[src/rtl/prqs_pkg.sv]
// Shared types, constants and a helper function for the priority ready-queue scheduler.
package prqs_pkg;

  localparam int CMD_W      = 2;
  localparam int TASK_W     = 5;
  localparam int PRIO_W     = 6;
  localparam int LINK_W     = TASK_W + 1;
  localparam int TASK_COUNT = 1 << TASK_W;
  localparam int PRIO_COUNT = 1 << PRIO_W;
  localparam int HALF_W     = PRIO_COUNT / 2;

  // Link value that marks the end of a list (one past the last task number).
  localparam logic [LINK_W-1:0] NO_TASK = LINK_W'(TASK_COUNT);

  typedef enum logic [CMD_W-1:0] {
    CMD_ADD_READY = 2'd0,
    CMD_PREEMPT   = 2'd1,
    CMD_GET_READY = 2'd2,
    CMD_SCHEDULE  = 2'd3
  } cmd_t;

  // Datapath operations issued by the controller, one per cycle.
  typedef enum logic [4:0] {
    UOP_NOP,
    UOP_SET_TAIL_ARGS,
    UOP_SET_HEAD_ARGS,
    UOP_SET_UNL_CH,
    UOP_SET_UNL_TOP,
    UOP_SET_SW_UNL,
    UOP_SET_SEL_PRIO,
    UOP_SET_SEL_TOP,
    UOP_PT2,
    UOP_PT3,
    UOP_PH2,
    UOP_PH3,
    UOP_UL2,
    UOP_UL3,
    UOP_UL5,
    UOP_SEL2,
    UOP_FINISH
  } uop_t;

  typedef struct packed {
    uop_t uop;
  } ctl_t;

  typedef struct packed {
    cmd_t cmd;
    logic ch_valid;
    logic add_sel;
    logic run_is_chosen;
    logic sched_go;
    logic out_free;
  } stat_t;

  // Highest set priority in the map, zero when the map is empty.
  function automatic logic [PRIO_W-1:0] top_prio(input logic [PRIO_COUNT-1:0] m);
    logic [HALF_W-1:0] w;
    logic              hi;
    logic [PRIO_W-2:0] b;
    hi = |m[PRIO_COUNT-1:HALF_W];
    w  = hi ? m[PRIO_COUNT-1:HALF_W] : m[HALF_W-1:0];
    b  = '0;
    for (int i = 0; i < HALF_W; i++) begin
      if (w[i]) b = (PRIO_W-1)'(i);
    end
    return {hi, b};
  endfunction

endpackage

[src/rtl/prqs_in_if.sv]
// Command channel interface: one word carries a scheduler command and its arguments.
interface prqs_in_if;
  import prqs_pkg::*;

  logic                valid;
  logic                ready;
  logic [CMD_W-1:0]    command;
  logic [TASK_W-1:0]   task_id;
  logic [PRIO_W-1:0]   priority_req;
  logic [TASK_W-1:0]   running_task;
  logic [PRIO_W-1:0]   running_priority;

  modport source (output valid, command, task_id, priority_req, running_task,
                  running_priority, input ready);
  modport sink (input valid, command, task_id, priority_req, running_task,
                running_priority, output ready);
endinterface

[src/rtl/prqs_out_if.sv]
// Result channel interface: one word carries the selected ready task and the switch flag.
interface prqs_out_if;
  import prqs_pkg::*;

  logic              valid;
  logic              ready;
  logic [TASK_W-1:0] ready_task;
  logic              ready_valid;
  logic [PRIO_W-1:0] ready_priority;
  logic              need_switch;

  modport source (output valid, ready_task, ready_valid, ready_priority, need_switch,
                  input ready);
  modport sink (input valid, ready_task, ready_valid, ready_priority, need_switch,
                output ready);
endinterface

[src/rtl/prqs_ram.sv]
// Generic single-write, single-read RAM with registered read data.
module prqs_ram #(
  parameter int WIDTH = 8,
  parameter int DEPTH = 32
) (
  input  logic                     clk,
  input  logic                     we,
  input  logic [$clog2(DEPTH)-1:0] waddr,
  input  logic [WIDTH-1:0]         wdata,
  input  logic [$clog2(DEPTH)-1:0] raddr,
  output logic [WIDTH-1:0]         rdata
);

  logic [WIDTH-1:0] mem [DEPTH];

  // Write port and registered read port.
  always_ff @(posedge clk) begin
    if (we) begin
      mem[waddr] <= wdata;
    end
    rdata <= mem[raddr];
  end

endmodule

[src/rtl/prqs_datapath.sv]
// Datapath: list memories, priority map, selection and result registers.
module prqs_datapath (
  input  logic                      clk,
  input  logic                      rst_n,
  input  logic                      accept,
  input  prqs_pkg::ctl_t            ctl,
  input  logic [prqs_pkg::CMD_W-1:0]  in_command,
  input  logic [prqs_pkg::TASK_W-1:0] in_task_id,
  input  logic [prqs_pkg::PRIO_W-1:0] in_priority_req,
  input  logic [prqs_pkg::TASK_W-1:0] in_running_task,
  input  logic [prqs_pkg::PRIO_W-1:0] in_running_priority,
  output prqs_pkg::stat_t           stat,
  output logic                      out_valid,
  input  logic                      out_ready,
  output logic [prqs_pkg::TASK_W-1:0] out_ready_task,
  output logic                      out_ready_valid,
  output logic [prqs_pkg::PRIO_W-1:0] out_ready_priority,
  output logic                      out_need_switch
);
  import prqs_pkg::*;

  // Latched command word.
  cmd_t              cmd_r;
  logic [TASK_W-1:0] task_r, run_r;
  logic [PRIO_W-1:0] prio_r, run_prio_r;

  // Selection and scratch registers.
  logic [TASK_W-1:0] ch_task_r;
  logic              ch_valid_r;
  logic [PRIO_W-1:0] ch_prio_r;
  logic              sw_r;
  logic [PRIO_W-1:0] top_r;
  logic [TASK_W-1:0] cur_t_r;
  logic [PRIO_W-1:0] cur_p_r;
  logic [LINK_W-1:0] tl_r, h_r, n_r, pv_r;

  logic [PRIO_COUNT-1:0] map_r;
  logic [PRIO_COUNT-1:0] head_vld_r, tail_vld_r;
  logic                  hrv_r, trv_r;

  logic                  out_valid_r;
  logic [TASK_W-1:0]     out_task_r;
  logic                  out_rv_r;
  logic [PRIO_W-1:0]     out_prio_r;
  logic                  out_sw_r;

  // Memory ports.
  logic              head_we, tail_we, next_we, prev_we;
  logic [LINK_W-1:0] head_wd, tail_wd, next_wd, prev_wd;
  logic [TASK_W-1:0] next_wa, prev_wa;
  logic [LINK_W-1:0] head_q, tail_q, next_q, prev_q;
  logic [LINK_W-1:0] head_val, tail_val;
  logic [PRIO_W-1:0] top_now;

  prqs_ram #(.WIDTH(LINK_W), .DEPTH(PRIO_COUNT)) u_head (
    .clk(clk), .we(head_we), .waddr(cur_p_r), .wdata(head_wd), .raddr(cur_p_r),
    .rdata(head_q));
  prqs_ram #(.WIDTH(LINK_W), .DEPTH(PRIO_COUNT)) u_tail (
    .clk(clk), .we(tail_we), .waddr(cur_p_r), .wdata(tail_wd), .raddr(cur_p_r),
    .rdata(tail_q));
  prqs_ram #(.WIDTH(LINK_W), .DEPTH(TASK_COUNT)) u_next (
    .clk(clk), .we(next_we), .waddr(next_wa), .wdata(next_wd), .raddr(cur_t_r),
    .rdata(next_q));
  prqs_ram #(.WIDTH(LINK_W), .DEPTH(TASK_COUNT)) u_prev (
    .clk(clk), .we(prev_we), .waddr(prev_wa), .wdata(prev_wd), .raddr(cur_t_r),
    .rdata(prev_q));

  // An entry never written since reset reads as an empty list.
  assign head_val = hrv_r ? head_q : NO_TASK;
  assign tail_val = trv_r ? tail_q : NO_TASK;
  assign top_now  = top_prio(map_r);

  // Memory write decode for each link-update step.
  always_comb begin
    head_we = 1'b0; head_wd = NO_TASK;
    tail_we = 1'b0; tail_wd = NO_TASK;
    next_we = 1'b0; next_wa = cur_t_r; next_wd = NO_TASK;
    prev_we = 1'b0; prev_wa = cur_t_r; prev_wd = NO_TASK;
    case (ctl.uop)
      UOP_PT2: begin
        next_we = 1'b1;
      end
      UOP_PT3: begin
        prev_we = 1'b1;
        prev_wd = tl_r;
        if (!tl_r[LINK_W-1]) begin
          next_we = 1'b1;
          next_wa = tl_r[TASK_W-1:0];
          next_wd = {1'b0, cur_t_r};
        end else begin
          head_we = 1'b1;
          head_wd = {1'b0, cur_t_r};
        end
        tail_we = 1'b1;
        tail_wd = {1'b0, cur_t_r};
      end
      UOP_PH2: begin
        prev_we = 1'b1;
        next_we = 1'b1;
        next_wd = head_val;
        head_we = 1'b1;
        head_wd = {1'b0, cur_t_r};
      end
      UOP_PH3: begin
        if (!h_r[LINK_W-1]) begin
          prev_we = 1'b1;
          prev_wa = h_r[TASK_W-1:0];
          prev_wd = {1'b0, cur_t_r};
        end else begin
          tail_we = 1'b1;
          tail_wd = {1'b0, cur_t_r};
        end
      end
      UOP_UL2: begin
        if (!next_q[LINK_W-1]) begin
          prev_we = 1'b1;
          prev_wa = next_q[TASK_W-1:0];
          prev_wd = prev_q;
        end else begin
          tail_we = 1'b1;
          tail_wd = prev_q;
        end
      end
      UOP_UL3: begin
        if (!pv_r[LINK_W-1]) begin
          next_we = 1'b1;
          next_wa = pv_r[TASK_W-1:0];
          next_wd = n_r;
        end else begin
          head_we = 1'b1;
          head_wd = n_r;
        end
      end
      default: begin
      end
    endcase
  end

  // Control state: selection, priority map, written-entry flags and result valid.
  always_ff @(posedge clk) begin
    if (!rst_n) begin
      ch_task_r   <= '0;
      ch_valid_r  <= 1'b0;
      ch_prio_r   <= '0;
      map_r       <= '0;
      head_vld_r  <= '0;
      tail_vld_r  <= '0;
      out_valid_r <= 1'b0;
    end else begin
      if (head_we) head_vld_r[cur_p_r] <= 1'b1;
      if (tail_we) tail_vld_r[cur_p_r] <= 1'b1;
      // A new result word is loaded only once the previous one has gone.
      if (ctl.uop == UOP_FINISH) begin
        out_valid_r <= 1'b1;
      end else if (out_valid_r && out_ready) begin
        out_valid_r <= 1'b0;
      end
      case (ctl.uop) inside
        UOP_PT3, UOP_PH2: map_r[cur_p_r] <= 1'b1;
        UOP_UL5: begin
          if (head_val[LINK_W-1]) map_r[cur_p_r] <= 1'b0;
        end
        UOP_SEL2: begin
          if (!head_val[LINK_W-1]) begin
            ch_task_r  <= head_val[TASK_W-1:0];
            ch_prio_r  <= cur_p_r;
            ch_valid_r <= 1'b1;
          end else begin
            ch_task_r  <= '0;
            ch_prio_r  <= '0;
            ch_valid_r <= 1'b0;
          end
        end
        default: begin
        end
      endcase
    end
  end

  // Payload and scratch registers.
  always_ff @(posedge clk) begin
    hrv_r <= head_vld_r[cur_p_r];
    trv_r <= tail_vld_r[cur_p_r];
    if (accept) begin
      cmd_r      <= cmd_t'(in_command);
      task_r     <= in_task_id;
      prio_r     <= in_priority_req;
      run_r      <= in_running_task;
      run_prio_r <= in_running_priority;
      sw_r       <= 1'b0;
    end
    case (ctl.uop)
      UOP_SET_TAIL_ARGS: begin
        cur_t_r <= task_r;
        cur_p_r <= prio_r;
      end
      UOP_SET_HEAD_ARGS: begin
        cur_t_r <= run_r;
        cur_p_r <= run_prio_r;
      end
      UOP_SET_UNL_CH: begin
        cur_t_r <= ch_task_r;
        cur_p_r <= ch_prio_r;
      end
      UOP_SET_UNL_TOP: begin
        cur_t_r <= ch_task_r;
        cur_p_r <= top_r;
      end
      UOP_SET_SW_UNL: begin
        cur_t_r <= ch_task_r;
        cur_p_r <= top_r;
        sw_r    <= 1'b1;
      end
      UOP_SET_SEL_PRIO: cur_p_r <= prio_r;
      UOP_SET_SEL_TOP: begin
        top_r   <= top_now;
        cur_p_r <= top_now;
      end
      UOP_PT2: tl_r <= tail_val;
      UOP_PH2: h_r <= head_val;
      UOP_UL2: begin
        n_r  <= next_q;
        pv_r <= prev_q;
      end
      UOP_FINISH: begin
        out_task_r <= ch_task_r;
        out_rv_r   <= ch_valid_r;
        out_prio_r <= ch_prio_r;
        out_sw_r   <= sw_r;
      end
      default: begin
      end
    endcase
  end

  // Status toward the controller.
  assign stat.cmd           = cmd_r;
  assign stat.ch_valid      = ch_valid_r;
  assign stat.add_sel       = !ch_valid_r || (prio_r > ch_prio_r);
  assign stat.run_is_chosen = (ch_task_r == run_r);
  assign stat.sched_go      = ch_valid_r && (ch_prio_r > run_prio_r);
  assign stat.out_free      = !out_valid_r || out_ready;

  assign out_valid          = out_valid_r;
  assign out_ready_task     = out_task_r;
  assign out_ready_valid    = out_rv_r;
  assign out_ready_priority = out_prio_r;
  assign out_need_switch    = out_sw_r;

endmodule

[src/rtl/prqs_ctrl.sv]
// Controller: sequences the list operations of each command.
module prqs_ctrl (
  input  logic            clk,
  input  logic            rst_n,
  input  logic            accept,
  input  prqs_pkg::stat_t stat,
  output prqs_pkg::ctl_t  ctl,
  output logic            in_ready
);
  import prqs_pkg::*;

  typedef enum logic [4:0] {
    S_IDLE, S_DISP,
    S_PT_SET, S_PT_RD, S_PT2, S_PT3, S_A_DEC,
    S_PH_SET, S_PH_RD, S_PH2, S_PH3,
    S_UL_CH_SET, S_UL_TOP_SET, S_SW_SET, S_UL_RD, S_UL2, S_UL3, S_UL4, S_UL5,
    S_SEL_PRIO_SET, S_SEL_TOP_SET, S_SEL_RD, S_SEL2, S_SEL_DEC,
    S_FIN
  } state_t;

  state_t state_r, state_nxt;

  // Next state and operation for the datapath.
  always_comb begin
    state_nxt = state_r;
    ctl.uop   = UOP_NOP;
    unique case (state_r)
      S_IDLE: if (accept) state_nxt = S_DISP;
      S_DISP: begin
        unique case (stat.cmd)
          CMD_ADD_READY: state_nxt = S_PT_SET;
          CMD_PREEMPT:   state_nxt = stat.ch_valid ? S_UL_CH_SET : S_PH_SET;
          default:       state_nxt = S_SEL_TOP_SET;
        endcase
      end
      S_PT_SET: begin
        ctl.uop = UOP_SET_TAIL_ARGS;
        state_nxt = S_PT_RD;
      end
      S_PT_RD: state_nxt = S_PT2;
      S_PT2: begin
        ctl.uop = UOP_PT2;
        state_nxt = S_PT3;
      end
      S_PT3: begin
        ctl.uop = UOP_PT3;
        state_nxt = S_A_DEC;
      end
      S_A_DEC: begin
        if (stat.add_sel) state_nxt = S_SEL_PRIO_SET;
        else if (stat.run_is_chosen) state_nxt = S_SEL_TOP_SET;
        else state_nxt = S_FIN;
      end
      S_PH_SET: begin
        ctl.uop = UOP_SET_HEAD_ARGS;
        state_nxt = S_PH_RD;
      end
      S_PH_RD: state_nxt = S_PH2;
      S_PH2: begin
        ctl.uop = UOP_PH2;
        state_nxt = S_PH3;
      end
      S_PH3: begin
        ctl.uop = UOP_PH3;
        state_nxt = S_FIN;
      end
      S_UL_CH_SET: begin
        ctl.uop = UOP_SET_UNL_CH;
        state_nxt = S_UL_RD;
      end
      S_UL_TOP_SET: begin
        ctl.uop = UOP_SET_UNL_TOP;
        state_nxt = S_UL_RD;
      end
      S_SW_SET: begin
        ctl.uop = UOP_SET_SW_UNL;
        state_nxt = S_UL_RD;
      end
      S_UL_RD: state_nxt = S_UL2;
      S_UL2: begin
        ctl.uop = UOP_UL2;
        state_nxt = S_UL3;
      end
      S_UL3: begin
        ctl.uop = UOP_UL3;
        state_nxt = S_UL4;
      end
      S_UL4: state_nxt = S_UL5;
      S_UL5: begin
        ctl.uop = UOP_UL5;
        state_nxt = (stat.cmd == CMD_GET_READY) ? S_FIN : S_PH_SET;
      end
      S_SEL_PRIO_SET: begin
        ctl.uop = UOP_SET_SEL_PRIO;
        state_nxt = S_SEL_RD;
      end
      S_SEL_TOP_SET: begin
        ctl.uop = UOP_SET_SEL_TOP;
        state_nxt = S_SEL_RD;
      end
      S_SEL_RD: state_nxt = S_SEL2;
      S_SEL2: begin
        ctl.uop = UOP_SEL2;
        state_nxt = S_SEL_DEC;
      end
      S_SEL_DEC: begin
        if (stat.cmd == CMD_GET_READY && stat.ch_valid) state_nxt = S_UL_TOP_SET;
        else if (stat.cmd == CMD_SCHEDULE && stat.sched_go) state_nxt = S_SW_SET;
        else state_nxt = S_FIN;
      end
      S_FIN: begin
        if (stat.out_free) begin
          ctl.uop = UOP_FINISH;
          state_nxt = S_IDLE;
        end
      end
      default: state_nxt = S_IDLE;
    endcase
  end

  // State register.
  always_ff @(posedge clk) begin
    if (!rst_n) begin
      state_r <= S_IDLE;
    end else begin
      state_r <= state_nxt;
    end
  end

  assign in_ready = (state_r == S_IDLE);

endmodule

[src/rtl/priority_ready_queue_scheduler.sv]
// Top level of the priority ready-queue scheduler.
//
//   Channel   Dir  Handshake     Word
//   in_port   in   valid/ready   command, task_id, priority_req, running_task, running_priority
//   out_port  out  valid/ready   ready_task, ready_valid, ready_priority, need_switch
//
// One command at a time. Each command runs as a sequence of dependent accesses to the head,
// tail and link memories, each of which has one write port and one registered read port.
// Schedule with a switch is the longest path: select, unlink, push to head.
// rst_n is synchronous; all lists come up empty and no task is selected.
// A result held by a stalled sink delays only the end of the next command.
module priority_ready_queue_scheduler (
  input logic        clk,
  input logic        rst_n,
  prqs_in_if.sink    in_port,
  prqs_out_if.source out_port
);
  import prqs_pkg::*;

  ctl_t  ctl;
  stat_t stat;
  logic  accept;

  assign accept = in_port.valid && in_port.ready;

  prqs_ctrl u_ctrl (
    .clk(clk), .rst_n(rst_n), .accept(accept), .stat(stat), .ctl(ctl),
    .in_ready(in_port.ready));

  prqs_datapath u_dp (
    .clk(clk), .rst_n(rst_n), .accept(accept), .ctl(ctl),
    .in_command(in_port.command), .in_task_id(in_port.task_id),
    .in_priority_req(in_port.priority_req), .in_running_task(in_port.running_task),
    .in_running_priority(in_port.running_priority),
    .stat(stat),
    .out_valid(out_port.valid), .out_ready(out_port.ready),
    .out_ready_task(out_port.ready_task), .out_ready_valid(out_port.ready_valid),
    .out_ready_priority(out_port.ready_priority),
    .out_need_switch(out_port.need_switch));

  // A word without a selection carries zero task and priority.
  a_empty_zero: assert property (@(posedge clk) disable iff (!rst_n)
    out_port.valid |-> (out_port.ready_valid ||
                        (out_port.ready_task == '0 && out_port.ready_priority == '0)))
    else $error("result without selection carries nonzero fields");

  // A switch is only flagged when a task is selected.
  a_switch_sel: assert property (@(posedge clk) disable iff (!rst_n)
    out_port.valid && out_port.need_switch |-> out_port.ready_valid)
    else $error("switch flagged without selected task");

  // After a command is taken the block is busy for the next cycle.
  a_busy: assert property (@(posedge clk) disable iff (!rst_n)
    accept |=> !in_port.ready)
    else $error("command accepted while busy");

endmodule
[src/flat_wrapper.sv]
// flat-port wrapper written by rule: the top's interface ports become plain ports
module priority_ready_queue_scheduler_flat import prqs_pkg::*;
  (clk, rst_n, in_port_valid, in_port_command, in_port_task_id, in_port_priority_req, in_port_running_task, in_port_running_priority, in_port_ready, out_port_valid, out_port_ready_task, out_port_ready_valid, out_port_ready_priority, out_port_need_switch, out_port_ready);
  prqs_in_if in_port_i ();
  prqs_out_if out_port_i ();
  input logic clk;
  input logic rst_n;
  input wire logic [$bits(in_port_i.valid)-1:0] in_port_valid;
  input wire logic [$bits(in_port_i.command)-1:0] in_port_command;
  input wire logic [$bits(in_port_i.task_id)-1:0] in_port_task_id;
  input wire logic [$bits(in_port_i.priority_req)-1:0] in_port_priority_req;
  input wire logic [$bits(in_port_i.running_task)-1:0] in_port_running_task;
  input wire logic [$bits(in_port_i.running_priority)-1:0] in_port_running_priority;
  output wire logic [$bits(in_port_i.ready)-1:0] in_port_ready;
  output wire logic [$bits(out_port_i.valid)-1:0] out_port_valid;
  output wire logic [$bits(out_port_i.ready_task)-1:0] out_port_ready_task;
  output wire logic [$bits(out_port_i.ready_valid)-1:0] out_port_ready_valid;
  output wire logic [$bits(out_port_i.ready_priority)-1:0] out_port_ready_priority;
  output wire logic [$bits(out_port_i.need_switch)-1:0] out_port_need_switch;
  input wire logic [$bits(out_port_i.ready)-1:0] out_port_ready;
  assign in_port_i.valid = in_port_valid;
  assign in_port_i.command = in_port_command;
  assign in_port_i.task_id = in_port_task_id;
  assign in_port_i.priority_req = in_port_priority_req;
  assign in_port_i.running_task = in_port_running_task;
  assign in_port_i.running_priority = in_port_running_priority;
  assign in_port_ready = in_port_i.ready;
  assign out_port_valid = out_port_i.valid;
  assign out_port_ready_task = out_port_i.ready_task;
  assign out_port_ready_valid = out_port_i.ready_valid;
  assign out_port_ready_priority = out_port_i.ready_priority;
  assign out_port_need_switch = out_port_i.need_switch;
  assign out_port_i.ready = out_port_ready;
  priority_ready_queue_scheduler u_core (.clk(clk), .rst_n(rst_n), .in_port(in_port_i), .out_port(out_port_i));
endmodule
[config.mk]
export PLATFORM = sky130hd
export DESIGN_NAME = priority_ready_queue_scheduler_flat
export DESIGN_NICKNAME = d
export VERILOG_FILES = /design/src/rtl/prqs_pkg.sv /design/src/rtl/prqs_in_if.sv /design/src/rtl/prqs_out_if.sv /design/src/rtl/prqs_ram.sv /design/src/rtl/prqs_datapath.sv /design/src/rtl/prqs_ctrl.sv /design/src/rtl/priority_ready_queue_scheduler.sv /design/src/flat_wrapper.sv
export SDC_FILE = /design/constraint.sdc
export NUM_CORES = 2
export LEC_CHECK = 0
export BUFFER_PORTS_ARGS = -buffer_cell sky130_fd_sc_hd__buf_4
export CAP_MARGIN = 20
export CORE_MARGIN = 2
export CORE_UTILIZATION = 63
export DETAILED_ROUTE_END_ITERATION = 8
export MAX_ROUTING_LAYER = met4
export PLACE_DENSITY = 0.79
export SLEW_MARGIN = 5
export SYNTH_ARGS = -nofsm -noshare
export SYNTH_HDL_FRONTEND = slang
export SYNTH_SLANG_ARGS = --single-unit
[constraint.sdc]
create_clock -name clk -period 4 [get_ports clk]
set_input_delay 0.4 -clock clk [delete_from_list [all_inputs] [get_ports clk]]
set_output_delay 0.4 -clock clk [all_outputs]
set_load 0.005 [all_outputs]
Yosys cells after proc, flatten, opt, wreduce, memory -nomap -nowiden
Memories as Yosys holds them, arrays and structs flattened. A register that Yosys moved wholly into a read port is not among the register bits.
Cells that the tools add are included.
Word-level totals
  register bits: 291
  memory bits (writable): 1152
  input bits: 28
  output and inout bits: 15
  memories: 4
Memory list
  u_core.u_dp.u_head.mem: words 64, bits a word 6, rd ports 1, clocked after Yosys merged registers in 1, write ports 1, RTL line prqs_ram.sv:14  | logic [WIDTH-1:0] mem [DEPTH];
  u_core.u_dp.u_tail.mem: words 64, bits a word 6, rd ports 1, clocked after Yosys merged registers in 1, write ports 1, RTL line prqs_ram.sv:14
  u_core.u_dp.u_next.mem: words 32, bits a word 6, rd ports 1, clocked after Yosys merged registers in 1, write ports 1, RTL line prqs_ram.sv:14
  u_core.u_dp.u_prev.mem: words 32, bits a word 6, rd ports 1, clocked after Yosys merged registers in 1, write ports 1, RTL line prqs_ram.sv:14
Operators by class
  magnitude comparators: 4
  eq/ne operators: 46
  multiplexer cells: 99
  bitwise gates (word level): 7
  reductions and logical operators: 28
Operators by type and width (number)
  2-to-1 mux 64 bit: 3
  bitwise OR 64 bit: 3
  2-to-1 mux 5 bit: 27
  one-hot mux 5 bit (22 select lines): 1
  equality test 5 x 4 -> 1 bit (second input constant): 16
  one-hot mux 5 bit (16 select lines): 1
  one-hot mux 6 bit (3 select lines): 4
  AND 64 bit: 1
  NOT 64 bit: 1
  2-to-1 mux 6 bit: 10
  equality test 5 bit (second input constant): 10
  2-to-1 mux 4 bit: 11
  equality test 5 x 3 -> 1 bit (second input constant): 8
  2-to-1 mux 32 bit: 1
  OR reduction 32 bit: 1
  one-hot mux 5 bit (2 select lines): 3
  one-hot mux 6 bit (5 select lines): 1
  2-to-1 mux 1 bit: 23
  equality test 5 x 2 -> 1 bit (second input constant): 4
  one-hot mux 5 bit (3 select lines): 1
  binary-select mux 1 bit (select 6 bit): 2
  > comparator 6 bit: 2
  2-to-1 mux 3 bit: 4
  one-hot mux 1 bit (3 select lines): 4
  other kinds (23): 42

Logic depth before layout (Yosys ltp)
  word-level depth: 34
  gate-level depth with buffers: 10

Cells and area by module
From an unflattened synthesis, not the netlist that was laid out.
Second synthesis, totals
  cells, all modules: 3648
  area total of the unflattened synthesis: 59399.5 um^2
Modules (own cells, without submodules)
  prqs_ram (u_core.u_dp.u_head ...): instances 2, cells each 720, area each 15225.9 um^2
  prqs_ram (u_core.u_dp.u_next ...): instances 2, cells each 323, area each 7589.8 um^2
  prqs_datapath: instances 1, cells each 1445, area each 13008.7 um^2
  prqs_ctrl: instances 1, cells each 116, area each 753.2 um^2
  priority_ready_queue_scheduler: instances 1, cells each 1, area each 6.3 um^2

Worst setup path after synthesis
OpenSTA, ideal clock, no wires.
  path type: reg-to-reg
  from: reg u_core.u_ctrl.state_r[0]
  to: mem u_core.u_dp.u_tail.mem[0][3] (netlist bit) (data pin)
  setup time: 0.366 ns
  data arrival time: 2.579 ns
  data required time: 3.634 ns
  path slack: 1.055 ns
  stages on the path, launching flop included: 6
  clock period less this slack: 2.945 ns
  cells stage by stage: dfxtp_1 -> clkbuf_1 -> nand3b_1 -> nor2_1 -> and2_1 -> a22o_1
On the way
  word-level cells in the longest chain between the ends: 4
RTL lines
  start, declared: RTL line prqs_ctrl.sv:21  | state_t state_r, state_nxt;
  start signal, assigned: RTL line prqs_ctrl.sv:126  | state_r <= state_nxt;
  equality test 5 bit, or another cell as far along: RTL line prqs_ctrl.sv:27  | unique case (state_r)
  one-hot mux 5 bit (16 select lines) *: RTL line prqs_ctrl.sv:27
  equality test 5 x 4 -> 1 bit: RTL line prqs_datapath.sv:79  | case (ctl.uop)
  one-hot mux 6 bit (3 select lines) *: RTL line prqs_datapath.sv:79
  via u_core.u_dp.tail_wd[3]: RTL line prqs_datapath.sv:49  | logic [LINK_W-1:0] head_wd, tail_wd, next_wd, prev_wd;
  end, declared: RTL line prqs_ram.sv:14
Mark *: on every way through the listed nets, which the timed path passes. The rest lies on a longest branch.

Worst setup path in the final report
  from: reg u_core.u_ctrl.state_r[2]
  to: mem u_core.u_dp.u_prev.mem[0][0] (netlist bit), enable pin
On the way
  word-level cells in the longest chain between the ends: 7
RTL lines
  equality test 5 bit, or another cell as far along: RTL line prqs_ctrl.sv:27
  one-hot mux 5 bit (16 select lines) *: RTL line prqs_ctrl.sv:27
  equality test 5 x 4 -> 1 bit: RTL line prqs_datapath.sv:79
  OR reduction 2 bit (no source line)
  one-hot mux 1 bit (3 select lines): RTL line prqs_datapath.sv:79
  2-to-1 mux 1 bit: RTL line prqs_ram.sv:18  | if (we) begin
  2-to-1 mux 1 bit (not written as such): RTL line prqs_ram.sv:19  | mem[waddr] <= wdata;
  end, declared: RTL line prqs_ram.sv:14
Every way passes the cells marked *; elsewhere a longest branch is shown, timed or not.

==> results.yml <==
worst_hold_path:
  hold_path.class: "in2reg"
clocking:
  cts_buffers: 142
  post_cts_resized: 0
  h-tree-depth: 4
  numClockSinks: 1466
  cts_tree: "built"
  clkTransAtPathRegs_ps: 60
  cts_setup_buffers: 0
  cts.path.max_buffers: 3
  cts_root_buffer: "clkbuf_16"
  clkLatencyLatePin_ps: 780
sta:
  relSlewSlack_pct: 25.5
  max_freq_mhz: 253
  fin_skew_ps: 39.3
  worst_pin_slew_ps: 1120
  hold_viol: 0
  timing.final.crit_share_pct: 99.0
  maxSlewViolCount: 0
  setup_viol: 0
  min_period_ps: 3960
  worst_hold_slack_ps: 39.1
  rsz0062_at_grt: "true"
floorplan:
  initial_utilization_pct: 63.6
  std_cell_rows: 109
  die_x_um: 303
  core_mm2: 0.0885
  ios: 43
  die_h_um: 303
  die_area_mm2: 0.0918
setup_path:
  cp_data_required_time_ps: 4390
  crit_path_max_fanout: 16
  r2r_slack_ps: 40
  cp.arrival_ps: 4350
  cp_cell_sequence: "or4b_4, nor3_2, nor2_1, and2_1, a221oi_1, nand3_1, nor2_1"
  path_buf_inv: 0
  crit_path_start_kind: "flop"
  crit_type: "reg2reg"
  crit_family: "simple AND/OR/NAND/NOR gates"
  crit_top_cell: "nor2_1"
  end_kind: "flop"
  max_stage_delay_ps: 650
  slowest_stage: "nor2_1"
global_route:
  grtUsageTotal_pct: 34.6
  antenna_found_initial: 0
  first_global_vias: 34439
  grt_max_degree: 121
  globalRouteOverflowTotal: 0
  grt_pass1_wl_mm: 225
synth:
  ys_seq_area_share_pct: 74.0
  yosys-top-cells-area: "edfxtp_1, dfxtp_1, a22oi_1"
  ys_top_cells_by_count: "edfxtp_1, a22oi_1, nor2_1, dfxtp_1, clkbuf_1"
  yosysMostFrequentCell: "edfxtp_1"
  ys_seq_elements: 1466
  synth_edf_count: 1230
  synth_warnings: 0
  syn_nets: 3634
  netlist.area_leader.share_pct: 65.6
  synthFlopType: "edfxtp_1"
  yosysTopAreaCell: "edfxtp_1"
  syn_area_mm2: 0.0563
  async_flop_share_pct: 0
  synth.distinct_cells: 76
  synthCells: 3594
  syn_avg_cell_area_um2: 15.7
cells_and_area:
  drive_gt1_share_pct: 14.9
  final_area_mm2: 0.0636
  area_delta_synth_final_pct: 12.9
  nNetsFinal: 3749
flow_run:
  max_cap_viol_count: 0
detailed_routing:
  viasPerCell: 7.11
  ant_nets: 1
  first_pass_iters: 9
  wl_mm: 153
  drc_errors: 6
  drt-wirelength-per-cell_um: 30.7
  vias: 35540
  drt-initial-drc-count: 5959
placement:
  port-buffer-count: 42
  dp_hpwl_mm: 91.5
  gp_congestion: 0.925
  place_area_mm2: 0.0584
power_and_ir_drop:
  powerDensity_mw_per_mm2: 588
  peakVddDrop_v: 0.000614
  p_leak_nw: 21.6
run_status:
  status: "finished with violations"
  violations: "antenna violations, design-rule violations"
[placed cells by master (no fill, tap or decap), drive strengths merged, types with 16 or more instances in the layout]
master / count
a21oi: 70
a221oi: 44
a22o: 60
a22oi: 412
a31oi: 30
and2: 80
buf: 175
clkbuf: 208
clkinv: 33
dfxtp: 236
dlygate4sd3: 24
edfxtp: 1230
inv: 39
mux4: 120
nand2: 147
nand2b: 16
nand3: 44
nand4: 91
nor2: 268
nor2b: 18
nor3: 23
nor4: 17
o21a: 129
o21ai: 152
[what timing repair did]
item                                   4_1_cts  5_1_grt
endpoints found under the hold margin       24        0
hold buffers                                24        0
setup endpoints to repair                    0       11
[metrics by stage]
stage	setup slack, ps	utilization (%)	instances	TNS (ps)	total power, mW
final	39.6	71.9	4998	0	37.4
after global routing	-31.7	71.9	4993	-241	38.3
after CTS	105	71.7	4988	0	37.2
after detailed placement	214	66.0	4701	0	23.7
after global placement	485	66.0	4700	0	23.6
after floorplan	1050	-	3594	0	21.3
[power by group]
part	internal, mW	leakage (nW)	switching [mW]
registers	17.4	14.2	0.374
logic	1.82	5.03	4.14
clock network	7.98	2.33	5.75
total	27.2	21.6	10.3
[cell type report]
type                            count  area (um^2)
Sequential cell                  1466        41700
Fill cell                        5112        24900
Multi-Input combinational cell   1867        13700
Clock buffer                      208         4090
Timing Repair Buffer              199         1830
Tap cell                         1165         1460
Clock inverter                     55          703
Inverter                           33          124
Antenna cell                        5         12.5
[layer usage]
metal / up-vias / GRT usage (%) / share of wire [%]
li1: 14613 / - / -
met1: 17689 / 45.6 / 36
met3: 487 / 6.48 / 11
met2: 2751 / 53.0 / 48
met4: 0 / 15.6 / 5.1
met5: - / - / 0
[worst register-to-register path: stages (launching register included)]
cell,delay (ps)
dfxtp_1,450
or4b_4,580
nor3_2,440
nor2_1,280
and2_1,260
a221oi_1,390
nand3_1,530
nor2_1,650
[registers in the layout (all words and copies together) (netlist names), 6 cells and up, named ones only]
| name | cells |
|---|---|
| u_core.u_dp.ch_prio_r | 6 |
| u_core.u_dp.cur_p_r | 6 |
| u_core.u_dp.h_r | 6 |
| u_core.u_dp.head_vld_r | 64 |
| u_core.u_dp.n_r | 6 |
| u_core.u_dp.out_ready_priority | 6 |
| u_core.u_dp.prio_r | 6 |
| u_core.u_dp.pv_r | 6 |
| u_core.u_dp.run_prio_r | 6 |
| u_core.u_dp.tail_vld_r | 64 |
| u_core.u_dp.tl_r | 6 |
| u_core.u_dp.top_r | 6 |
| u_core.u_dp.u_head.mem | 384 |
| u_core.u_dp.u_head.rdata | 6 |
| u_core.u_dp.u_next.mem | 192 |
| u_core.u_dp.u_next.rdata | 6 |
| u_core.u_dp.u_prev.mem | 192 |
| u_core.u_dp.u_prev.rdata | 6 |
| u_core.u_dp.u_tail.mem | 384 |
| u_core.u_dp.u_tail.rdata | 6 |
[worst paths after layout]
check | startpoint | endpoint | cells after the start
min reg2reg | u_core.u_dp.sw_r | u_core.u_dp.out_need_switch | 0
min | out_port_ready | u_core.u_dp.out_valid | 3
max | u_core.u_ctrl.state_r[2] | u_core.u_dp.u_prev.mem[0][0] | 7
max reg2reg | u_core.u_ctrl.state_r[2] | u_core.u_dp.u_prev.mem[0][0] | 7
[logic make-up after synthesis]
| family | Yosys count | share of synthesized area [%] |
|---|---|---|
| DFF | 1466 | 74.0 |
| and+or+nand+nor | 743 | 6.51 |
| xor gates and xnor gates | 5 | 0.0777 |
| buffers and inverters | 261 | 1.81 |
| AOI/OAI and AO/OA | 972 | 12.3 |
| muxes | 135 | 5.09 |
| adders and majority gates | 12 | 0.267 |
(Power assumes the default switching activity.)
